### src/rtl/core/irpwc_pkg.sv
package irpwc_pkg;

    // slot limit applied on top of the buffer_slots register
    localparam int MAX_SLOTS = 1024;
    // default width of the tick counters
    localparam int COUNT_WIDTH = 16;

    localparam int SLOTS_W = 11;
    localparam int TIME_W = 16;
    localparam int DUR_W = 16;
    localparam int SLOT_IDX_W = 10;
    localparam int CFG_IDX_W = 2;
    localparam int CFG_DATA_W = 16;

    localparam logic [DUR_W-1:0] ABORT_CODE = 16'hEEEE;

    localparam logic [SLOTS_W-1:0] BUFFER_SLOTS_RESET = 11'd64;
    localparam logic [TIME_W-1:0] PAUSE_TIMEOUT_RESET = 16'd10000;
    localparam logic [TIME_W-1:0] QUIET_TICKS_RESET = 16'd1000;

    // configuration register indexes
    localparam logic [CFG_IDX_W-1:0] CFG_BUFFER_SLOTS = 2'd0;
    localparam logic [CFG_IDX_W-1:0] CFG_PAUSE_TIMEOUT = 2'd1;
    localparam logic [CFG_IDX_W-1:0] CFG_QUIET_TICKS = 2'd2;

    // input operation codes
    localparam logic OP_TICK = 1'b0;
    localparam logic OP_START = 1'b1;

    typedef struct packed {
        logic [SLOTS_W-1:0] buffer_slots;
        logic [TIME_W-1:0]  pause_timeout;
        logic [TIME_W-1:0]  quiet_ticks;
    } cfg_t;

    typedef struct packed {
        logic                  duration_valid;
        logic [DUR_W-1:0]      duration;
        logic [SLOT_IDX_W-1:0] slot_index;
        logic                  abort_marker;
        logic                  capture_done;
        logic [SLOTS_W-1:0]    count_read;
        logic                  indicator_on;
    } result_t;

    function automatic logic [SLOTS_W-1:0] slot_limit(input logic [SLOTS_W-1:0] slots);
        slot_limit = (32'(slots) > MAX_SLOTS) ? SLOTS_W'(MAX_SLOTS) : slots;
    endfunction

endpackage

### src/rtl/core/irpwc_engine.sv
module irpwc_engine
    import irpwc_pkg::*;
#(
    parameter int COUNT_W = COUNT_WIDTH
) (
    input  logic    aclk,
    input  logic    aresetn,
    input  logic    step_en,
    input  logic    operation,
    input  logic    line_active,
    input  cfg_t    cfg,
    output result_t result
);

    localparam int CMP_W = (COUNT_W > TIME_W) ? COUNT_W : TIME_W;
    localparam logic [COUNT_W-1:0] CNT_MAX = {COUNT_W{1'b1}};
    localparam logic [COUNT_W-1:0] CNT_ONE = COUNT_W'(1);

    typedef enum logic [2:0] {
        PH_START,
        PH_PULSE,
        PH_PAUSE,
        PH_QUIET,
        PH_DONE
    } phase_t;

    phase_t             phase_reg, phase_next;
    logic [COUNT_W-1:0] pulse_count_reg, pulse_count_next;
    logic [COUNT_W-1:0] pause_count_reg, pause_count_next;
    logic [COUNT_W-1:0] quiet_count_reg, quiet_count_next;
    logic [SLOTS_W-1:0] write_index_reg, write_index_next;
    logic [SLOTS_W-1:0] slots_read_reg, slots_read_next;
    logic               indicator_reg, indicator_next;

    logic [SLOTS_W-1:0] limit;
    logic [SLOTS_W-1:0] index_inc;
    logic [COUNT_W-1:0] quiet_base;
    logic [COUNT_W-1:0] pause_inc;
    logic [COUNT_W-1:0] run_len;
    logic [CMP_W-1:0]   run_len_ext;
    logic               in_pulse;

    function automatic logic [COUNT_W-1:0] sat_inc(input logic [COUNT_W-1:0] v);
        sat_inc = (v == CNT_MAX) ? v : v + CNT_ONE;
    endfunction

    assign limit = slot_limit(cfg.buffer_slots);
    assign index_inc = write_index_reg + SLOTS_W'(1);
    assign quiet_base = line_active ? '0 : quiet_count_reg;
    assign pause_inc = sat_inc(pause_count_reg);
    assign in_pulse = (phase_reg == PH_PULSE);
    assign run_len = in_pulse ? pulse_count_reg : pause_count_reg;
    assign run_len_ext = CMP_W'(run_len);

    always_comb begin
        phase_next = phase_reg;
        pulse_count_next = pulse_count_reg;
        pause_count_next = pause_count_reg;
        quiet_count_next = quiet_count_reg;
        write_index_next = write_index_reg;
        slots_read_next = slots_read_reg;
        indicator_next = indicator_reg;
        result.duration_valid = 1'b0;
        result.duration = '0;
        result.slot_index = '0;
        result.abort_marker = 1'b0;

        if (operation == OP_START) begin
            phase_next = PH_START;
            slots_read_next = '0;
            write_index_next = '0;
        end else begin
            unique case (phase_reg)
                PH_QUIET: begin
                    if (CMP_W'(quiet_base) >= CMP_W'(cfg.quiet_ticks)) begin
                        phase_next = PH_DONE;
                        quiet_count_next = '0;
                    end else begin
                        quiet_count_next = sat_inc(quiet_base);
                    end
                end
                PH_DONE: begin
                    indicator_next = 1'b0;
                end
                PH_START: begin
                    if (line_active) begin
                        indicator_next = 1'b1;
                        phase_next = PH_PULSE;
                        pause_count_next = '0;
                        pulse_count_next = CNT_ONE;
                    end
                end
                PH_PULSE, PH_PAUSE: begin
                    if (in_pulse && line_active) begin
                        pulse_count_next = sat_inc(pulse_count_reg);
                    end else if (!in_pulse && !line_active) begin
                        pause_count_next = pause_inc;
                        if (CMP_W'(pause_inc) >= CMP_W'(cfg.pause_timeout)) begin
                            result.duration_valid = 1'b1;
                            result.abort_marker = 1'b1;
                            result.duration = ABORT_CODE;
                            result.slot_index = write_index_reg[SLOT_IDX_W-1:0];
                            slots_read_next = index_inc;
                            write_index_next = '0;
                            pause_count_next = '0;
                            phase_next = PH_QUIET;
                        end
                    end else begin
                        // run ended: write its length to the current slot
                        result.duration_valid = 1'b1;
                        result.duration = (run_len_ext > CMP_W'(16'hFFFF)) ? 16'hFFFF
                                                                          : run_len_ext[DUR_W-1:0];
                        result.slot_index = write_index_reg[SLOT_IDX_W-1:0];
                        write_index_next = index_inc;
                        if (index_inc >= limit) begin
                            slots_read_next = limit;
                            phase_next = PH_QUIET;
                        end else if (in_pulse) begin
                            pulse_count_next = '0;
                            pause_count_next = CNT_ONE;
                            phase_next = PH_PAUSE;
                        end else begin
                            pause_count_next = '0;
                            pulse_count_next = CNT_ONE;
                            phase_next = PH_PULSE;
                        end
                    end
                end
                default: begin
                    phase_next = PH_START;
                end
            endcase
        end

        result.capture_done = (phase_next == PH_DONE);
        result.count_read = (phase_next == PH_DONE) ? slots_read_next : '0;
        result.indicator_on = indicator_next;
    end

    always_ff @(posedge aclk) begin
        if (!aresetn) begin
            phase_reg <= PH_START;
            pulse_count_reg <= '0;
            pause_count_reg <= '0;
            quiet_count_reg <= '0;
            write_index_reg <= '0;
            slots_read_reg <= '0;
            indicator_reg <= 1'b0;
        end else if (step_en) begin
            phase_reg <= phase_next;
            pulse_count_reg <= pulse_count_next;
            pause_count_reg <= pause_count_next;
            quiet_count_reg <= quiet_count_next;
            write_index_reg <= write_index_next;
            slots_read_reg <= slots_read_next;
            indicator_reg <= indicator_next;
        end
    end

    a_abort_enters_quiet: assert property (@(posedge aclk) disable iff (!aresetn)
        step_en && result.abort_marker |=> phase_reg == PH_QUIET && pause_count_reg == '0)
        else $error("abort did not move capture to quiet wait");

    a_done_clears_indicator: assert property (@(posedge aclk) disable iff (!aresetn)
        step_en && operation == OP_TICK && phase_reg == PH_DONE |=> !indicator_reg)
        else $error("indicator still on after tick in done phase");

    a_start_clears_slots: assert property (@(posedge aclk) disable iff (!aresetn)
        step_en && operation == OP_START |=> phase_reg == PH_START && write_index_reg == '0
                                              && slots_read_reg == '0)
        else $error("start command did not reset capture");

endmodule

### src/rtl/core/ir_pulse_width_capture_core.sv
// Raw infrared pulse/pause capture. Each s_ transaction is one sample tick of the
// active-high receiver line, or a start command; every transaction yields exactly one
// m_ transaction with the run length written this tick (if any), its slot, the abort
// flag, the done status with the number of slots read, and the activity indicator.
// One transaction is taken per clock cycle unless m_tready stalls; a result reaches
// m_ through the input register, then the result register, with the capture state
// updated by combinational compare and increment logic between the two. Stalls on
// m_tready back up into s_tready without losing or repeating results. Configuration
// writes are taken in any cycle and should be made while no transaction is in flight.
module ir_pulse_width_capture_core
    import irpwc_pkg::*;
#(
    parameter int COUNT_W = COUNT_WIDTH
) (
    input  logic                  aclk,
    input  logic                  aresetn,

    input  logic                  s_tvalid,
    output logic                  s_tready,
    input  logic [7:0]            s_tdata,   // [0] line_active
    input  logic [0:0]            s_tuser,   // [0] operation

    output logic                  m_tvalid,
    input  logic                  m_tready,
    output logic [39:0]           m_tdata,   // [15:0] duration, [25:16] slot_index,
                                             // [26] capture_done, [37:27] count_read,
                                             // [38] indicator_on
    output logic [1:0]            m_tuser,   // [0] duration_valid, [1] abort_marker

    input  logic                  cfg_valid,
    output logic                  cfg_ready,
    input  logic [CFG_IDX_W-1:0]  cfg_index,
    input  logic [CFG_DATA_W-1:0] cfg_data
);

    cfg_t    cfg_reg;
    logic    in_valid_reg;
    logic    op_reg;
    logic    act_reg;
    logic    out_valid_reg;
    result_t result_reg;
    result_t result_next;
    logic    advance;
    logic    step_en;

    assign cfg_ready = 1'b1;

    always_ff @(posedge aclk) begin
        if (!aresetn) begin
            cfg_reg.buffer_slots <= BUFFER_SLOTS_RESET;
            cfg_reg.pause_timeout <= PAUSE_TIMEOUT_RESET;
            cfg_reg.quiet_ticks <= QUIET_TICKS_RESET;
        end else if (cfg_valid && cfg_ready) begin
            unique case (cfg_index)
                CFG_BUFFER_SLOTS:  cfg_reg.buffer_slots <= cfg_data[SLOTS_W-1:0];
                CFG_PAUSE_TIMEOUT: cfg_reg.pause_timeout <= cfg_data[TIME_W-1:0];
                CFG_QUIET_TICKS:   cfg_reg.quiet_ticks <= cfg_data[TIME_W-1:0];
                default: ;
            endcase
        end
    end

    // result register free or being emptied this cycle
    assign advance = !out_valid_reg || m_tready;
    assign step_en = in_valid_reg && advance;
    assign s_tready = !in_valid_reg || advance;

    always_ff @(posedge aclk) begin
        if (!aresetn) begin
            in_valid_reg <= 1'b0;
        end else if (s_tready) begin
            in_valid_reg <= s_tvalid;
        end
    end

    always_ff @(posedge aclk) begin
        if (s_tvalid && s_tready) begin
            op_reg <= s_tuser[0];
            act_reg <= s_tdata[0];
        end
    end

    irpwc_engine #(
        .COUNT_W (COUNT_W)
    ) u_engine (
        .aclk        (aclk),
        .aresetn     (aresetn),
        .step_en     (step_en),
        .operation   (op_reg),
        .line_active (act_reg),
        .cfg         (cfg_reg),
        .result      (result_next)
    );

    always_ff @(posedge aclk) begin
        if (!aresetn) begin
            out_valid_reg <= 1'b0;
        end else if (advance) begin
            out_valid_reg <= in_valid_reg;
        end
    end

    always_ff @(posedge aclk) begin
        if (step_en) begin
            result_reg <= result_next;
        end
    end

    assign m_tvalid = out_valid_reg;
    assign m_tdata = {1'b0, result_reg.indicator_on, result_reg.count_read,
                      result_reg.capture_done, result_reg.slot_index, result_reg.duration};
    assign m_tuser = {result_reg.abort_marker, result_reg.duration_valid};

    a_result_held: assert property (@(posedge aclk) disable iff (!aresetn)
        out_valid_reg && !m_tready |=> out_valid_reg && $stable(result_reg))
        else $error("pending result lost or changed under stall");

    a_stall_only_when_full: assert property (@(posedge aclk) disable iff (!aresetn)
        !s_tready |-> in_valid_reg && out_valid_reg && !m_tready)
        else $error("input stalled without a full pipeline");

    a_step_fills_output: assert property (@(posedge aclk) disable iff (!aresetn)
        step_en |=> out_valid_reg)
        else $error("processed transaction produced no result");

endmodule

### config.mk
export PLATFORM = sky130hd
export DESIGN_NAME = ir_pulse_width_capture_core
export DESIGN_NICKNAME = d
export VERILOG_FILES = /design/src/rtl/core/irpwc_pkg.sv /design/src/rtl/core/irpwc_engine.sv /design/src/rtl/core/ir_pulse_width_capture_core.sv
export SDC_FILE = /design/constraint.sdc
export NUM_CORES = 1
export LEC_CHECK = 0
export BUFFER_PORTS_ARGS = -buffer_cell sky130_fd_sc_hd__buf_2
export CORE_ASPECT_RATIO = 1.75
export CORE_UTILIZATION = 49
export DETAILED_ROUTE_END_ITERATION = 8
export PLACE_DENSITY_LB_ADDON = 0.12
export SETUP_SLACK_MARGIN = 0.1
export SLEW_MARGIN = 20
export SYNTH_ARGS = -nofsm -noshare
export SYNTH_HDL_FRONTEND = slang
export SYNTH_HIERARCHICAL = 1
export SYNTH_SLANG_ARGS = --single-unit
export TNS_END_PERCENT = 20
### constraint.sdc
create_clock -name aclk -period 5.1 [get_ports aclk]
set_input_delay 0.765 -clock aclk [delete_from_list [all_inputs] [get_ports aclk]]
set_output_delay 0.765 -clock aclk [all_outputs]
set_load 0.1 [all_outputs]
==> flow_summary.yaml <==
run_status:
  status: "completed"
floorplan:
  core_area_sq_um: 18600
  num_io_pins: 77
  die_h_um: 184
  die_w_um: 106
  fp-row-count: 66
  die-area_sq_um: 19500
  initial_utilization: 0.498
logic_synthesis:
  synthTopCellsByArea: "dfxtp_1, edfxtp_1, ha_1, nand2_1, mux2i_1"
  async_flop_share: 0
  synthSimpleGateAreaFrac: 0.240
  synth_nets: 1141
  synth_cell_types: 75
  syn-instance-count: 1062
  ys_ff_latch: 162
  synth.top_cell.area_share: 0.257
  synth_top_family_by_area: "simple AND/OR/NAND/NOR gates"
  yosysTopAreaCell: "dfxtp_1"
  synthMuxAreaShare: 0.0446
  yosys.area_share.adder: 0.0635
  synth_enable_flop_cells: 43
  synthFlopType: "dfxtp_1"
  yosysWarnings: 6
  synth_compound_area_frac: 0.168
  synth_xor_area_frac: 0.0255
  avgSynthCellArea_sq_um: 8.72
  seq_area_frac_synth: 0.397
  synth_area_sq_um: 9260
clocking:
  cts_buffers: 17
  cts.path.max_buffers: 2
  postCtsHoldBufs: 0
  cts_num_sinks: 162
  clk_pin_slew_ps: 70
  ctsResizeCount: 0
  cts_tree: "done"
  cts_root_buf: "clkbuf_16"
  clock_latency_ps: 430
  cts_max_level: 4
  post_cts_buffers: 0
routing:
  drt-total-wl_um: 24000
  wl_per_cell_um: 17.7
  initialDrtViolationCount: 338
  post-route-drc-count: 0
  viasPerCell: 5.74
  ant_nets: 0
  via_count: 7769
  drt_pre_antenna_iters: 5
sta:
  fin_crit_ps: 4260
  finalCritPeriodShare: 0.836
  drv_slew: 0
  finClkSkew_ps: 12.0
  hold_viol_final: 0
  timing.final.setup_violations: 0
  slew-limit-headroom: 0.254
  final.setup.tns_ps: 0
  fmax_mhz: 235
  rsz0062_at_grt: "false"
  tightest_slew_ps: 1120
place:
  place_area_sq_um: 9700
  place_congestion: 0.903
  portBuffers: 67
  dp_hpwl_um: 17700
critical_path:
  worstSetupStartpoint: "u_engine/pause_count_reg[0]"
  critical_path_class: "reg -> reg"
  arrival_ps: 4560
  r2r_start: "u_engine/pause_count_reg[0]"
  worstPathRequired_ps: 5400
  startpoint_type: "register"
  crit_fanout: 15
  end_kind: "register"
pwr:
  ir_drop_uv: 197
  powerDensity_nw_per_um2: 286
  p_leak_nw: 4.25
  total_power_mw: 2.95
global_route:
  groute.usage.overall: 0.256
  grt_max_degree: 52
  antenna_found_initial: 0
  grt_pass1_wl_um: 38800
  grt_pass1_vias: 7613
  overflow: 0
finish:
  n_antenna_cell: 0
  regArea_sq_um: 3670
  fill_cells: 1800
  largest_register_ffs: 43
  multi_input_area_sq_um: 5030
  final_area_sq_um: 10300
  layout_common_cells: "nand2_1, dfxtp_1, inv_1"
  layout_commonest_cell: "nand2_1"
  final_net_count: 1181
  synthToLayoutAreaGrowth_pct: 11.3
  layout-drive-gt1-share: 0.122
min_path:
  hp-class: "reg -> reg"
  worstHoldStart: "cfg_reg[28]"
run:
  maxCapViolCount: 0
cell usage after synthesis (all sizes together) (10+ instances only):
master	n
nand2	130
dfxtp	119
inv	74
nor2	71
a21oi	58
nand3	49
ha	47
edfxtp	43
clkbuf	39
mux2i	39
o21ai	39
nor2b	24
and2	21
nor3	21
and3	20
buf	18
o21a	18
xnor2	18
nand2b	16
nand4	15
a21o	12
nor4	11
o211ai	11
nand3b	10
through the flow:
stage                util  setup WS [ps]  hold slack, ps  cells
finish              0.555            838             455   1353
global route        0.555            585             474   1353
CTS                 0.555            875             458   1353
detailed placement  0.522            890             448   1321
global placement    0.522            924             444   1321
floorplan               -            857             434   1062
cell type report:
| type | instances | area share |
|---|---|---|
| Multi-Input combinational cell | 769 | 0.488 |
| Sequential cell | 162 | 0.356 |
| Clock buffer | 23 | 0.0497 |
| Timing Repair Buffer | 78 | 0.0406 |
| Tap cell | 238 | 0.0289 |
| Inverter | 74 | 0.0270 |
| Clock inverter | 9 | 0.00898 |
path summary, 6_finish.rpt:
path	to	slack [ps]	cells after the start
max	m_tdata[24]	840	15
min reg2reg	cfg_reg[28]	450	2
max reg2reg	m_tdata[24]	840	15
min	cfg_reg[28]	450	2
worst max-delay path, cell delays in order, from the launching register on:
cell and delay [ps]:
dfxtp_1 490, ha_1 250, and2_1 270, nand3_1 160, or2_2 390, nand3_1 170, xnor2_1 150, ha_1 350
nand4_1 90, o311a_1 410, o41ai_4 350, buf_4 230, o21ai_0 170, nand2b_4 270, inv_1 210, and2_1 150
routing by layer:
layer | up-vias | wire length [um] | track usage
li1 | 3851 | - | -
met1 | 3730 | 9350 | 0.267
met2 | 144 | 13100 | 0.497
met3 | 44 | 553 | 0.0315
met4 | 0 | 970 | 0.127
met5 | - | 0 | 0
cells by family (layout without fill, tap and decap cells):
| group | Yosys count | after routing |
|---|---|---|
| compound gates | 224 | 224 |
| xor+xnor | 27 | 27 |
| fa+ha+maj | 47 | 47 |
| buf+inv | 131 | 184 |
| flops | 162 | 162 |
| mux | 41 | 41 |
| other cells | 2 | 2 |
| simple gates | 428 | 428 |
report_power, final:
part	internal (mW)	total, mW	leakage (nW)	switching, mW
Clock	0.765	1.31	0.297	0.545
Sequential	1.34	1.36	1.38	0.0168
Combinational	0.0672	0.277	2.56	0.210
No activity file was read; power rests on OpenSTA's default activity.
